File: config.mk
export PLATFORM = sky130hd
export DESIGN_NAME = qwmi_ctrl
export DESIGN_NICKNAME = d
export VERILOG_FILES = /design/src/design/qwmi_pkg.sv /design/src/design/qwmi_ctrl.sv
export VERILOG_INCLUDE_DIRS = /design/src /design/src/design
export SDC_FILE = /design/constraint.sdc
export NUM_CORES = 1
export LEC_CHECK = 0
export BUFFER_PORTS_ARGS = -buffer_cell sky130_fd_sc_hd__buf_4
export CAP_MARGIN = 10
export CORE_ASPECT_RATIO = 1.2
export CORE_MARGIN = 5
export CORE_UTILIZATION = 50
export DETAILED_ROUTE_END_ITERATION = 10
export GPL_ROUTABILITY_DRIVEN = 0
export PLACE_DENSITY = 0.66
export SYNTH_ARGS = -nofsm -noshare
export SYNTH_HDL_FRONTEND = slang
export SYNTH_SLANG_ARGS = --single-unit
File: constraint.sdc
create_clock -name clk_i -period 4.41 [get_ports clk_i]
set_input_delay 0.2205 -clock clk_i [delete_from_list [all_inputs] [get_ports clk_i]]
set_output_delay 0.2205 -clock clk_i [all_outputs]
set_load 0.05 [all_outputs]
File: src/design/queue_with_middle_insert_macros.svh
// assertion macros for the middle-insert queue
// included by the rtl files that carry concurrent checks
`ifndef QUEUE_WITH_MIDDLE_INSERT_MACROS_SVH
`define QUEUE_WITH_MIDDLE_INSERT_MACROS_SVH
`ifndef SYNTHESIS
// checked property, off while reset is asserted
`define QWMI_ASSERT(lbl, clk, rstn, prop) \
  lbl: assert property (@(posedge clk) disable iff (!(rstn)) (prop)) \
    else $error("qwmi check failed");
// checked property, active at every edge
`define QWMI_ASSERT_ALWAYS(lbl, clk, prop) \
  lbl: assert property (@(posedge clk) (prop)) else $error("qwmi check failed");
`else
`define QWMI_ASSERT(lbl, clk, rstn, prop)
`define QWMI_ASSERT_ALWAYS(lbl, clk, prop)
`endif
`endif

File: src/design/qwmi_pkg.sv
// shared types and constants of the middle-insert queue
// no dependencies
`default_nettype none
package qwmi_pkg;

  localparam int CAPACITY    = 1024;
  localparam int FRONT_DEPTH = (CAPACITY + 1) / 2;
  localparam int BACK_DEPTH  = CAPACITY / 2;
  localparam int FRONT_AW    = (FRONT_DEPTH > 1) ? $clog2(FRONT_DEPTH) : 1;
  localparam int BACK_AW     = (BACK_DEPTH > 1) ? $clog2(BACK_DEPTH) : 1;
  localparam int CNT_W       = $clog2(FRONT_DEPTH + 1);
  localparam int TOTAL_W     = $clog2(CAPACITY + 1);

  localparam int DATA_W   = 32;
  localparam int CMD_W    = 2;
  localparam int STATUS_W = 2;

  // command codes, a set high bit means pop
  localparam logic [CMD_W-1:0] CMD_APPEND = 2'd0;
  localparam logic [CMD_W-1:0] CMD_INSERT = 2'd1;
  localparam logic [CMD_W-1:0] CMD_POP    = 2'd2;
  localparam int               CMD_POP_BIT = 1;

  typedef enum logic [STATUS_W-1:0] {
    ST_PUSH_OK = 2'd0,
    ST_POP_OK  = 2'd1,
    ST_EMPTY   = 2'd2,
    ST_FULL    = 2'd3
  } status_e;

  // write plan for the commit cycle of one command
  typedef struct packed {
    logic                front_we;
    logic                front_from_back;
    logic [FRONT_AW-1:0] front_waddr;
    logic                back_we;
    logic [BACK_AW-1:0]  back_waddr;
    status_e             status;
  } plan_t;

endpackage
`default_nettype wire

File: src/design/qwmi_ctrl.sv
// head pointers and counts of both halves, write plan per command
// depends on qwmi_pkg and the assertion macro header
`default_nettype none
`include "queue_with_middle_insert_macros.svh"
module qwmi_ctrl (
  input  wire logic                            clk_i,
  input  wire logic                            rst_ni,
  input  wire logic                            commit_i,
  input  wire logic [qwmi_pkg::CMD_W-1:0]      cmd_i,
  output logic      [qwmi_pkg::FRONT_AW-1:0]   front_raddr_o,
  output logic      [qwmi_pkg::BACK_AW-1:0]    back_raddr_o,
  output qwmi_pkg::plan_t                      plan_o
);

  localparam int FAW = qwmi_pkg::FRONT_AW;
  localparam int BAW = qwmi_pkg::BACK_AW;
  localparam int CW  = qwmi_pkg::CNT_W;
  localparam int TW  = qwmi_pkg::TOTAL_W;

  logic [FAW-1:0] front_head_q, front_head_d;
  logic [BAW-1:0] back_head_q, back_head_d;
  logic [CW-1:0]  front_count_q, front_count_d;
  logic [CW-1:0]  back_count_q, back_count_d;

  logic [TW-1:0]  total;
  logic           balanced;
  logic [FAW:0]   front_tail_sum;
  logic [FAW-1:0] front_tail;
  logic [FAW-1:0] front_head_inc;
  logic [BAW:0]   back_tail_sum;
  logic [BAW-1:0] back_tail;
  logic [BAW-1:0] back_head_inc;
  logic [BAW-1:0] back_head_dec;
  qwmi_pkg::plan_t plan;

  assign total    = TW'(front_count_q) + TW'(back_count_q);
  assign balanced = (front_count_q == back_count_q);

  // ring index arithmetic, one compare and subtract each
  assign front_tail_sum = {1'b0, front_head_q} + (FAW + 1)'(front_count_q);
  assign front_tail = (front_tail_sum >= (FAW + 1)'(qwmi_pkg::FRONT_DEPTH)) ?
      FAW'(front_tail_sum - (FAW + 1)'(qwmi_pkg::FRONT_DEPTH)) : FAW'(front_tail_sum);
  assign front_head_inc = (front_head_q == FAW'(qwmi_pkg::FRONT_DEPTH - 1)) ?
      '0 : front_head_q + 1'b1;

  assign back_tail_sum = {1'b0, back_head_q} + (BAW + 1)'(back_count_q);
  assign back_tail = (back_tail_sum >= (BAW + 1)'(qwmi_pkg::BACK_DEPTH)) ?
      BAW'(back_tail_sum - (BAW + 1)'(qwmi_pkg::BACK_DEPTH)) : BAW'(back_tail_sum);
  assign back_head_inc = (back_head_q == BAW'(qwmi_pkg::BACK_DEPTH - 1)) ?
      '0 : back_head_q + 1'b1;
  assign back_head_dec = (back_head_q == '0) ?
      BAW'(qwmi_pkg::BACK_DEPTH - 1) : back_head_q - 1'b1;

  always_comb begin
    front_head_d  = front_head_q;
    back_head_d   = back_head_q;
    front_count_d = front_count_q;
    back_count_d  = back_count_q;
    plan.front_we        = 1'b0;
    plan.front_from_back = 1'b0;
    plan.front_waddr     = front_tail;
    plan.back_we         = 1'b0;
    plan.back_waddr      = back_tail;
    plan.status          = qwmi_pkg::ST_PUSH_OK;
    priority if (cmd_i[qwmi_pkg::CMD_POP_BIT]) begin
      if (total == '0) begin
        plan.status = qwmi_pkg::ST_EMPTY;
      end else begin
        plan.status  = qwmi_pkg::ST_POP_OK;
        front_head_d = front_head_inc;
        if (balanced) begin
          // front would fall short: pull the back head across
          plan.front_we        = 1'b1;
          plan.front_from_back = 1'b1;
          back_head_d          = back_head_inc;
          back_count_d         = back_count_q - 1'b1;
        end else begin
          front_count_d = front_count_q - 1'b1;
        end
      end
    end else if (total >= TW'(qwmi_pkg::CAPACITY)) begin
      plan.status = qwmi_pkg::ST_FULL;
    end else if (cmd_i == qwmi_pkg::CMD_APPEND) begin
      if (balanced) begin
        plan.front_we = 1'b1;
        front_count_d = front_count_q + 1'b1;
        if (back_count_q != '0) begin
          // back head moves to front, new word goes to back tail
          plan.front_from_back = 1'b1;
          plan.back_we         = 1'b1;
          back_head_d          = back_head_inc;
        end
      end else begin
        plan.back_we = 1'b1;
        back_count_d = back_count_q + 1'b1;
      end
    end else begin
      if (balanced) begin
        plan.front_we = 1'b1;
        front_count_d = front_count_q + 1'b1;
      end else begin
        plan.back_we    = 1'b1;
        plan.back_waddr = back_head_dec;
        back_head_d     = back_head_dec;
        back_count_d    = back_count_q + 1'b1;
      end
    end
  end

  always_ff @(posedge clk_i or negedge rst_ni) begin
    if (!rst_ni) begin
      front_head_q  <= '0;
      back_head_q   <= '0;
      front_count_q <= '0;
      back_count_q  <= '0;
    end else if (commit_i) begin
      front_head_q  <= front_head_d;
      back_head_q   <= back_head_d;
      front_count_q <= front_count_d;
      back_count_q  <= back_count_d;
    end
  end

  assign front_raddr_o = front_head_q;
  assign back_raddr_o  = back_head_q;
  assign plan_o        = plan;

  `QWMI_ASSERT(a_split_kept, clk_i, rst_ni,
      (front_count_q == back_count_q) || (front_count_q == back_count_q + 1'b1))
  `QWMI_ASSERT(a_total_bound, clk_i, rst_ni, total <= TW'(qwmi_pkg::CAPACITY))
  `QWMI_ASSERT(a_hold_idle, clk_i, rst_ni,
      !commit_i |=> $stable(front_count_q) && $stable(back_count_q))

endmodule
`default_nettype wire

==> reports/metrics.cfg <==
[status]
status=completed

[final_layout]
final_net_count=559
drive_above_1_share_pct=18.8
area_growth_pct=13.4
fillCellCount=744
layout_commonest_cell=ha_1
final_cell_mix=ha_1 (49), nor2_1 (46), buf_4 (46)
antenna_cells=0

[setup_path]
worstSetupEndpointType=output pin
slowest_delay_ns=0.76
critPathSlowestCell=or4_1
crit_required_ns=4.19
start_kind=flip-flop
crit_fanout=15
cp_cell_sequence=ha_1, fa_1, a211oi_2, o21ai_1, o211ai_2, a21boi_1, or4_1, mux2i_1, xnor2_1, buf_4
crit_type=flip-flop to output pin
worstPathArrival_ns=3.55
crit_family=simple AND/OR/NAND/NOR gates
critPathBufInv=1

[global_route]
antenna_found_initial=0
grt_start_max_net_pins=39
gr-total-overflow=0
globalRouteMet3Util_pct=2.76
grt_util_met1_pct=25.7
track_usage_pct=21.2
grt_pass1_wl_um=17000
grtUsageMet2_pct=39.1
grt_pass1_vias=3511
top_usage_layer=met2

[clocking]
clk_pin_slew_ns=0.08
cts_setup_buffers=0
clock-root-buffer=clkbuf_8
post_cts_resized=0
clk_latency_ns=0.30
ctsHoldBuffers=1
ctsLongestPathBuffers=2
htreeDepth=2
cts_tree=done
cts.sinks=38
cts_buffers=5

[synthesis]
syn_area_um2=4090
synth_seq_cells=38
synth_cells=459
async_reset_ff_share_pct=100
yosys_warnings=0
synth_ff_type=dfrtp_1
synth.distinct_cells=68
synth-edff-count=0
ys_seq_area_share_pct=23.3
syn_nets=518
syn_avg_cell_area_um2=8.90

[floorplanning]
pin_count=46
core-area_um2=8060
start_util_pct=50.7
die_h_um=109
fp.dieArea_um2=10100
num_rows=36
die_w_um=92.5

[sta]
slew_headroom_pct=41.6
tns_ns=0
fin_crit_sh_pct=85.5
fmax_mhz=265
hold_viol=0
fin_skew_ns=0.00880
setup_viol=0
rsz0062_at_grt=no
worst_pin_slew_ns=0.876
post-route-min-period_ns=3.77
maxSlewViolCount=0

[worst_hold_path]
hp-class=input port to flip-flop

[routing]
wirelength_um=10200
drc=0
vias=3533
first_iter_violations=157
avgRoutedWirePerCell_um=17.1
dr.pass1.iters=4
ant_nets=0
routed_via_density=5.93

[place]
port_buffers=45
dp_hpwl_um=7910

[run]
maxCapViolCount=0

[synth_stat cells (9+ instances only)]
| master | count | share of area (%) |
|---|---|---|
| nand2_1 | 20 | 1.8 |
| mux2_4 | 14 | 5.1 |
| dfrtp_1 | 38 | 23 |
| xor2_1 | 15 | 3.2 |
| nor2_1 | 46 | 4.2 |
| nand2b_1 | 13 | 2.0 |
| ha_1 | 49 | 15 |
| inv_1 | 22 | 2.0 |
| a21oi_1 | 36 | 4.4 |
| nor3_1 | 13 | 1.6 |
| nand3_1 | 9 | 1.1 |
| xnor2_1 | 26 | 5.6 |
| o21ai_0 | 30 | 3.7 |
| a21o_1 | 11 | 2.0 |
[through the flow]
stage / hold WS [ns] / area, um^2 / cells / setup slack (ns) / util, %
2_1_floorplan: -0.0751 / 4090 / 459 / 0.910 / -
3_3_place_gp: 0.239 / 4480 / 587 / 1.01 / 55.6
3_5_place_dp: 0.244 / 4480 / 587 / 0.947 / 55.6
4_1_cts: 0.291 / 4630 / 596 / 0.623 / 57.4
5_1_grt: 0.309 / 4630 / 596 / 0.400 / 57.4
6_report: 0.299 / 4630 / 596 / 0.638 / 57.4
[metal layers]
layer	wire length, um	up-vias
met5	0	-
met4	199	0
met3	489	14
met2	5110	97
met1	4380	1670
li1	-	1752
[final timing paths]
path                                  startpoint          endpoint  slack, ns  depth (start not counted)
worst min-delay path                    commit_i   back_count_q[9]       0.30                          4
max in group asynchronous                 rst_ni  front_count_q[0]       3.59                          2
worst min register to register  front_count_q[9]  front_count_q[9]       0.50                          1
worst max register to register   back_count_q[0]   back_raddr_o[6]       1.01                         10
worst max-delay path             back_count_q[0]        plan_o[10]       0.64                         10
min in group asynchronous                 rst_ni  front_count_q[6]       0.45                          2
[worst min-delay path, cell delays in order]
cell	delay [ns]
buf_4	0.11
nand3_1	0.07
o31ai_1	0.09
xor2_1	0.07
[sequential cells by signal, indices dropped and copies added, names as in the netlist]
signal,count
back_count_q,10
back_raddr_o,9
front_count_q,10
front_raddr_o,9
[logic make-up after synthesis]
logic type	after synthesis	share of synthesized area [%]
AO/OA/AOI/OAI	136	23.3
XOR/XNOR	42	9.19
adder cells (fa/ha/maj)	54	17.5
buffers and inverters	36	3.74
flip-flops	38	23.3
multiplexers	20	6.68
AND/OR/NAND/NOR	133	16.4
[cell type report]
type / count / area (um^2) / share of cell area [%]
Clock buffer: 5 / 68.8 / 1.49
Clock inverter: 3 / 68.8 / 1.49
Inverter: 23 / 87.6 / 1.89
Multi-Input combinational cell: 385 / 2980 / 64.4
Sequential cell: 38 / 951 / 20.5
Tap cell: 95 / 119 / 2.57
Timing Repair Buffer: 47 / 355 / 7.67
Power is left out: the tool's default activity adds up to more than one toggle a clock period on the data nets, which glitch-free logic cannot reach.
